--- config.mk ---
export PLATFORM = sky130hd
export DESIGN_NAME = nwvm_ctrl
export DESIGN_NICKNAME = d
export VERILOG_FILES = /design/src/nwvm_pkg.sv /design/src/nwvm_ctrl.sv
export SDC_FILE = /design/constraint.sdc
export NUM_CORES = 1
export LEC_CHECK = 0
export ABC_AREA = 1
export BUFFER_PORTS_ARGS = -buffer_cell sky130_fd_sc_hd__buf_4
export CAP_MARGIN = 15
export CELL_PAD_IN_SITES_DETAIL_PLACEMENT = 0
export CELL_PAD_IN_SITES_GLOBAL_PLACEMENT = 1
export CORE_AREA = 5 5 42 44
export CTS_CLUSTER_DIAMETER = 100
export DETAILED_ROUTE_END_ITERATION = 8
export DIE_AREA = 0 0 47 49
export PLACE_DENSITY = 0.48
export REMOVE_ABC_BUFFERS = 1
export SLEW_MARGIN = 20
export SYNTH_ARGS = -nofsm -noshare
export SYNTH_HDL_FRONTEND = slang
export SYNTH_SLANG_ARGS = --single-unit
--- constraint.sdc ---
create_clock -name clk -period 2.9 [get_ports clk]
set_input_delay 0.435 -clock clk [delete_from_list [all_inputs] [get_ports clk]]
set_output_delay 0.435 -clock clk [all_outputs]
set_load 0.03 [all_outputs]
--- src/nwvm_pkg.sv ---
package nwvm_pkg;

	localparam int VOICES    = 4;
	localparam int MEM_DEPTH = 65536;
	localparam int MEM_AW    = $clog2(MEM_DEPTH);
	localparam int VIDX_W    = (VOICES > 1) ? $clog2(VOICES) : 1;
	// Slot read ahead while slot 0 is processed; the voice ring rotates by one each step.
	localparam int NEXT_SLOT = (VOICES > 1) ? 1 : 0;

	typedef enum logic [2:0] {
		OP_TICK     = 3'd0,
		OP_WRITE    = 3'd1,
		OP_START    = 3'd2,
		OP_SET_STEP = 3'd3,
		OP_SET_RUN  = 3'd4
	} op_t;

	typedef enum logic {
		ST_IDLE,
		ST_VOICE
	} state_t;

	typedef struct packed {
		logic mem_write;
		logic voice_start;
		logic set_step;
		logic set_run;
		logic tick_begin;
		logic voice_proc;
		logic voice_last;
	} cmd_t;

endpackage

--- src/nwvm_ctrl.sv ---
module nwvm_ctrl
	import nwvm_pkg::*;
(
	input  logic       clk,
	input  logic       arst_n,
	input  logic       start,
	input  logic [2:0] op,
	output logic       busy,
	output cmd_t       cmd
);

	state_t              state_q, state_d;
	logic [VIDX_W-1:0]   cnt_q, cnt_d;

	always_ff @(posedge clk or negedge arst_n) begin
		if (!arst_n) begin
			state_q <= ST_IDLE;
			cnt_q   <= '0;
		end else begin
			state_q <= state_d;
			cnt_q   <= cnt_d;
		end
	end

	always_comb begin
		state_d = state_q;
		cnt_d   = cnt_q;
		cmd     = '0;
		busy    = 1'b0;
		unique case (state_q)
			ST_IDLE: begin
				if (start) begin
					unique case (op)
						OP_TICK: begin
							cmd.tick_begin = 1'b1;
							cnt_d          = '0;
							state_d        = ST_VOICE;
						end
						OP_WRITE:    cmd.mem_write   = 1'b1;
						OP_START:    cmd.voice_start = 1'b1;
						OP_SET_STEP: cmd.set_step    = 1'b1;
						OP_SET_RUN:  cmd.set_run     = 1'b1;
						default: ;
					endcase
				end
			end
			ST_VOICE: begin
				busy           = 1'b1;
				cmd.voice_proc = 1'b1;
				if (cnt_q == VIDX_W'(VOICES - 1)) begin
					cmd.voice_last = 1'b1;
					state_d        = ST_IDLE;
				end else begin
					cnt_d = cnt_q + 1'b1;
				end
			end
			default: state_d = ST_IDLE;
		endcase
	end

endmodule

==> results.ini, run 1 <==
[route]
drc_errors = 0
vias = 256
wl_per_cell_um = 10.24
viasPerCell = 4.063
drt_iter0_markers = 1
drt-total-wl_um = 645
first_pass_iters = 4
ant_nets = 0

[yosys]
ys_ff_latch = 3
yosys_warnings = 0
synth.top_cell.area_share_pct = 35.09
syn_inst = 30
avgSynthCellArea_um2 = 7.132
yosys.area.top_type = dfrtp_1
synth_area_leaders = dfrtp_1 35%, inv_1 14%, nand2_1 8.8%, nand3_1 7.0%, nor3_1 7.0%
seq_area_frac_synth_pct = 35.09
netlist_area_um2 = 214.0
ys_types = 13

[finish]
antenna_cells = 0
drive_gt1_share_pct = 40.43
design_area_um2 = 360.3
nNetsFinal = 55
area_growth_pct = 68.42
final_cells = 63

[run_status]
status = complete, no violations

[timing]
final_hold_viol_count = 0
max_slew_margin_pct = 81.31
rsz0062_at_grt = false
slew_violations = 0
fin_crit_sh_pct = 60.61
fin_crit_ns = 1.758
fmax_mhz = 568.9
worstMarginPinSlew_ns = 0.2803
setup_violations = 0
fin_skew_ns = 0.002950
tns_ns = 0

[power]
pwr-share-seq_pct = 29.4
p_sw_uw = 123.7
powerDensity_nw_per_um2 = 805.8
switching_share_pct = 42.62
max-vdd-ir-drop_mv = 0.3759
p_int_uw = 166.6
leakage_uw = 0.0002131
clockPowerShare_pct = 24.5
combPwrFrac_pct = 46.1

[cts]
cts_inserted_buffers = 3
cts_tree = built
post_cts_resized = 0
worstSkewPairLatency_ns = 0.23
clk_path_buf_depth = 2
clk_pin_slew_ns = 0.04
clock-sinks = 3
root_buffer = clkbuf_4
htree_levels = 1

[worst_setup_path]
r2r_setup_slack_ns = 1.84
critPathTopFamily = flip-flops
cp_max_fo = 8
critPathLaunch = state_q
crit_chain = nor2_2 > nand2_2 > nor3_1 > buf_4
endpoint_kind = primary output
cp.required_ns = 2.47
path_buf_inv = 1
crit_path_max_incr_delay_ns = 0.47
start_kind = flop
r2r-end = cnt_q[1]
timing.rr.start = cnt_q[0]
crit_type = reg -> out
rr_worst_depth = 5
cp.arrival_ns = 1.32
cp_slowest_cell = dfrtp_1

[placed_design]
place.detailed.hpwl_um = 560.5
gp_congestion = 0.7215
dpl_cell_area_um2 = 324.1
io_buffers = 13
placed_cells = 58

[run]
maxCapViolations = 0

[floorplan]
design.portCount = 14
rows = 14
initial_core_util_pct = 15.27
dieHeight_um = 49
die_area_um2 = 2303
die_w_um = 47
core_region_area_um2 = 1401

[hold_path]
hold_class = in -> async

[grt]
grt_pass1_vias = 259
grt_pass1_wl_um = 931
grt_max_degree = 9
antenna_found_initial = 0
overflow = 0
track_usage_pct = 5.857

cells by family after synthesis:
logic type                 share of synthesized area (%)
and+or+nand+nor                                    41.52
DFF                                                35.09
buffers and inverters                              17.55
adders and majority gates                          5.847
synth_stat cells:
library cell / n
buf_4: 1
nor2_2: 1
nand3b_1: 1
nor3_1: 3
ha_1: 1
nor4_1: 1
dfrtp_1: 3
nor2_1: 1
nand2_2: 1
nand3_1: 3
inv_1: 8
nand2_1: 5
nand3_2: 1
cells in the final DEF, fill, tap and decap left out, types with 3 or more instances in the layout:
| master | count |
|---|---|
| buf_4 | 13 |
| clkbuf_4 | 3 |
| dfrtp_1 | 3 |
| inv_1 | 8 |
| nand2_1 | 5 |
| nand3_1 | 3 |
| nor3_1 | 3 |
sequential cells by signal, summed over array words and instances (netlist names):
register and cells:
state_q 1, cnt_q 2
worst max path at each step:
stage	cells past startpoint	endpoint	slack, ns
floorplan	1	cmd[3]	0.75
global placement	5	cmd[3]	1.29
detailed placement	5	cmd[3]	1.29
CTS	4	cmd[5]	1.11
global route	4	cmd[4]	1.03
finish	4	cmd[5]	1.14
through the flow:
stage                     hold slack [ns]  setup slack, ns  util [%]  power [µW]
after floorplan                    0.1394           0.7467         -       167.2
after global placement             0.2239            1.294     23.13       212.4
after detailed placement           0.2255            1.289     23.13       221.0
after CTS                          0.5165            1.111     25.71       297.1
after global routing               0.5183            1.031     25.71       316.1
final                              0.5192            1.142     25.71       290.4
per-layer routing:
layer / GRT usage (%) / vias up / share of wire (%)
met5: 0 / - / 0
met1: 4.204 / 113 / 35
met4: 5.530 / 0 / 0
met3: 2.583 / 0 / 14
met2: 10.18 / 16 / 50
li1: - / 127 / -
cell type report:
type,count,area [µm²]
Sequential cell,3,75.07
Tap cell,16,20.02
Fill cell,154,1041
Timing Repair Buffer,14,107.6
Multi-Input combinational cell,18,101.3
Clock buffer,4,26.28
Inverter,8,30.03
timing repair:
action / CTS / global route
endpoints found under the hold margin: 3 / 0
setup buffers: 0 / 0
hold buffers: 1 / 0
setup endpoints to repair: 0 / 0
power groups by stage:
stage | Sequential [µW] | Clock (µW) | Combinational [µW]
2_1_floorplan | 103 | 0 | 63.9
3_3_place_gp | 83.6 | 0 | 129
3_5_place_dp | 85.4 | 0 | 136
4_1_cts | 84.8 | 75.3 | 137
5_1_grt | 87.0 | 81.0 | 148
6_report | 85.4 | 71.1 | 134
worst reg2reg max path: cells and delay by family (launching register included):
kind                     cells  cell delay (ns)
flip-flops                   1             0.38
AND/OR/NAND/NOR              3             0.24
adder cells (fa/ha/maj)      1             0.22
buffers and inverters        1             0.09
Power figures use the tool's default switching activity.
==> run 2, diff against run 1 <==
==> constraint.sdc (replaced) <==
create_clock -name clk -period 1.8 [get_ports clk]
set_input_delay 0.27 -clock clk [delete_from_list [all_inputs] [get_ports clk]]
set_output_delay 0.27 -clock clk [all_outputs]
set_load 0.03 [all_outputs]
==> results.ini, run 2 (synthesized netlist as in run 1, its figures left out) <==
[run_status]
status = complete, no violations

[worst_setup_path]
start_kind = flop
crit_chain = nor2_2 > nand2_2 > nor3_1 > buf_4
crit_type = reg -> out
r2r_setup_slack_ns = 0.78
cp_max_fo = 8
cp.arrival_ns = 1.29
crit_path_max_incr_delay_ns = 0.45
cp.required_ns = 1.53
cp_slowest_cell = dfrtp_1
endpoint_kind = primary output

[finish]
fillCellCount = 170
antenna_cells = 0
drive_gt1_share_pct = 40.43
regMostFlops = cnt_q
largest_reg_flops = 2
reg_top3 = cnt_q x2, state_q x1
design_area_um2 = 360.3
final_util_pct = 25.71
final_cell_mix = 13 x buf_4, 8 x inv_1, 5 x nand2_1
nNetsFinal = 55
area_growth_pct = 68.42
layout_commonest_cell = buf_4

[power]
leakage_uw = 0.0002131
powerDensity_nw_per_um2 = 1277
max-vdd-ir-drop_mv = 0.6040
total_power_uw = 460.2

[grt]
antenna_found_initial = 0
grt_max_degree = 9
track_usage_pct = 5.501
grt_pass1_wl_um = 855
overflow = 0
grt_pass1_vias = 230

[floorplan]
initial_core_util_pct = 15.27
core_region_area_um2 = 1401
die_w_um = 47
die_area_um2 = 2303
rows = 14
dieHeight_um = 49
design.portCount = 14

[timing]
rsz0062_at_grt = false
fmax_mhz = 639.6
max_slew_margin_pct = 82.98
fin_crit_sh_pct = 86.86
setup_violations = 0
slew_violations = 0
final_hold_viol_count = 0
worstMarginPinSlew_ns = 0.2529
fin_hold_ws_ns = 0.3530
tns_ns = 0
fin_skew_ns = 0.001256
fin_crit_ns = 1.563

[cts]
post_cts_buffers = 0
clock-sinks = 3
cts_tree = built
worstSkewPairLatency_ns = 0.23
root_buffer = clkbuf_4
clk_path_buf_depth = 2
cts_inserted_buffers = 3
clk_pin_slew_ns = 0.04
htree_levels = 1

[route]
drc_errors = 0
vias = 250
first_pass_iters = 1
viasPerCell = 3.968
drt_iter0_markers = 0
wl_per_cell_um = 9.413
ant_nets = 0
drt-total-wl_um = 593

[placed_design]
place.detailed.hpwl_um = 501.8
dpl_cell_area_um2 = 324.1
gp_congestion = 0.7317
io_buffers = 13

[run]
maxCapViolations = 0

[hold_path]
hold_class = in -> async

[run 2: cell counts in the layout (fill, tap and decap cells not counted)]
Identical to the previous run, type by type.
[run 2: power by group]
| group | total (µW) | switching [µW] | leakage, µW | internal [µW] |
|---|---|---|---|---|
| registers | 134 | 34.4 | 0.0000376 | 99.7 |
| clock network | 118 | 34.5 | 0.0000150 | 83.1 |
| logic | 209 | 125 | 0.000161 | 84.0 |
| total | 460 | 193 | 0.000213 | 267 |
[run 2: layer usage]
metal / GRT usage (%) / vias up / wire length (µm)
li1: - / 126 / -
met1: 5.077 / 111 / 228
met2: 8.371 / 13 / 298
met3: 1.107 / 0 / 66
met4: 6.912 / 0 / 0
met5: 0 / - / 0
[run 2: critical path: cells and delay by family (launching register included)]
| family | cells | cell delay, ns |
|---|---|---|
| buffers and inverters | 1 | 0.19 |
| and+or+nand+nor | 3 | 0.41 |
| DFF | 1 | 0.45 |
[run 2: metrics by stage]
step / setup slack, ns / std cells
after global placement: 0.4577 / 58
after CTS: 0.1875 / 63
after detailed placement: 0.4396 / 58
after global routing: 0.1143 / 63
final: 0.2365 / 63
after floorplan: -0.1883 / 29
[run 2: final timing paths]
kind | start | end | depth (start not counted)
min reg2reg | cnt_q[1] | cnt_q[1] | 2
min | arst_n | cnt_q[1] | 2
max reg2reg | cnt_q[0] | cnt_q[0] | 5
max | state_q | cmd[4] | 4
min in group clk | op[1] | state_q | 4
max in group asynchronous | arst_n | state_q | 2
[run 2: repair_timing]
action / 4_1_cts / 5_1_grt
resized for setup: 0 / 0
endpoints found under the hold margin: 3 / 0
hold buffers: 1 / 0
[run 2: layout make-up]
cell class              instances  area (µm²)  area share [%]
clock buffers                   4       26.28           7.292
repair buffers                 14       107.6           29.86
multi-input cells              18       101.3           28.12
inverters                       8       30.03           8.333
well taps                      16       20.02           5.556
flip-flops and latches          3       75.07           20.83
==> run 3, diff against run 2 <==
--- a/config.mk
+++ b/config.mk
@@ -11,6 +11,7 @@
 export CELL_PAD_IN_SITES_DETAIL_PLACEMENT = 0
 export CELL_PAD_IN_SITES_GLOBAL_PLACEMENT = 1
 export CORE_AREA = 5 5 42 44
+export CTS_BUF_LIST = sky130_fd_sc_hd__clkbuf_8 sky130_fd_sc_hd__clkbuf_16
 export CTS_CLUSTER_DIAMETER = 100
 export DETAILED_ROUTE_END_ITERATION = 8
 export DIE_AREA = 0 0 47 49
==> constraint.sdc (replaced) <==
create_clock -name clk -period 1.6 [get_ports clk]
set_input_delay 0.24 -clock clk [delete_from_list [all_inputs] [get_ports clk]]
set_output_delay 0.24 -clock clk [all_outputs]
set_load 0.03 [all_outputs]
==> results.ini, run 3 (synthesized netlist as in run 1, its figures left out) <==
[grt]
track_usage_pct = 6.281
overflow = 0
grt_pass1_wl_um = 1062
grt.busiest_layer = met2
grt_max_degree = 9
grtUsageMet2_pct = 10.41
use_met1_pct = 6.858
grt_pass1_vias = 273
antenna_found_initial = 0
met3_usage_pct = 1.107

[route]
drc_errors = 0
drt-total-wl_um = 639
drt_iter0_markers = 2
viasPerCell = 3.984
wl_per_cell_um = 10.14
vias = 251
ant_nets = 0
first_pass_iters = 2

[finish]
regMostFlops = cnt_q
drive_gt1_share_pct = 44.68
design_area_um2 = 390.4
final_cells = 63
reg_top3 = cnt_q x2, state_q x1
area_growth_pct = 82.46
nNetsFinal = 55
antenna_cells = 0
largest_reg_flops = 2
final_cell_mix = 13 x buf_4, 9 x inv_1, 5 x nand2_1
layout_commonest_cell = buf_4

[floorplan]
rows = 14
initial_core_util_pct = 15.27
die_w_um = 47
design.portCount = 14
core_region_area_um2 = 1401
dieHeight_um = 49
die_area_um2 = 2303

[worst_setup_path]
endpoint_kind = primary output
cp_max_fo = 8
start_kind = flop
cp.arrival_ns = 1.27
crit_type = reg -> out
cp.required_ns = 1.36

[run]
maxCapViolations = 0

[cts]
htree_levels = 1
clk_pin_slew_ns = 0.03
root_buffer = clkbuf_8
cts_inserted_buffers = 3
worstSkewPairLatency_ns = 0.21
cts_tree = built
clock-sinks = 3
clk_path_buf_depth = 2
post_cts_buffers = 0

[placed_design]
io_buffers = 13
gp_congestion = 0.7238
place.detailed.hpwl_um = 522.5
placed_cells = 58
dpl_cell_area_um2 = 324.1
dp_worst_setup_slack_ns = 0.2717

[timing]
setup_violations = 0
fin_crit_sh_pct = 94.34
tns_ns = 0
fin_skew_ns = 0.0003174
final_hold_viol_count = 0
slew_violations = 0
rsz0062_at_grt = false
worstMarginPinSlew_ns = 0.2287
fin_crit_ns = 1.509
setup_ws_ns = 0.09055
max_slew_margin_pct = 84.61
fmax_mhz = 662.5

[hold_path]
hold_class = in -> async

[run_status]
status = complete, no violations

[power]
powerDensity_nw_per_um2 = 1573
max-vdd-ir-drop_mv = 0.6943
leakage_uw = 0.0002259

==> run 3: cell types whose count changed in the layout (fill, tap and decap cells not counted), sizes merged <==
cell	before	now
inv	8	9
clkbuf	4	3
==> run 3: cell type report <==
class                      instances  area, µm²
inverter                           8      30.03
sequential                         3      76.32
timing repair buffer              14      107.6
multi-input combinational         18      111.4
fill                             170       1011
tap                               16      20.02
clock buffer                       3      41.29
clock inverter                     1      3.754
==> run 3: power breakdown <==
| group | total, µW | internal, µW | switching (µW) |
|---|---|---|---|
| combinational | 244 | 98.5 | 145 |
| sequential | 159 | 115 | 44.8 |
| clock | 211 | 163 | 47.7 |
==> run 3: path summary, 6_finish.rpt <==
check	from	end	slack, ns	cells after the start
hold / removal	arst_n	state_q	0.35	2
hold reg to reg	cnt_q[0]	cnt_q[0]	0.52	2
min in group clk	op[0]	state_q	0.37	4
max in group asynchronous	arst_n	state_q	1.14	2
setup reg to reg	cnt_q[0]	cnt_q[1]	0.56	5
setup / recovery	state_q	cmd[5]	0.09	4
==> run 3: worst max-delay path: stages (launching register included) <==
cell	delay (ns)
dfrtp_2	0.46
nor2_4	0.14
nand2_2	0.08
nor3_1	0.17
buf_4	0.20
==> run 3: stage by stage <==
step                      hold slack, ns  total power (µW)  utilization, %
after floorplan                 -0.05559             303.0               -
after global placement           0.02837             385.4           23.13
after detailed placement         0.03099             393.3           23.13
after CTS                         0.3461             615.0           27.05
after global routing              0.3827             665.8           27.86
final                             0.3529             614.0           27.86
==> run 3: timing repair <==
| action | CTS | global route |
|---|---|---|
| endpoints found under the hold margin | 3 | 0 |
| gates resized for setup | 0 | 3 |
| hold buffers | 1 | 0 |
| endpoints found under the setup margin | 0 | 3 |
==> run 3: metal layers <==
layer / routed length [µm] / vias to the layer above
li1: - / 126
met2: 309 / 13
met1: 236 / 112
met3: 94 / 0
met5: 0 / -
met4: 0 / 0
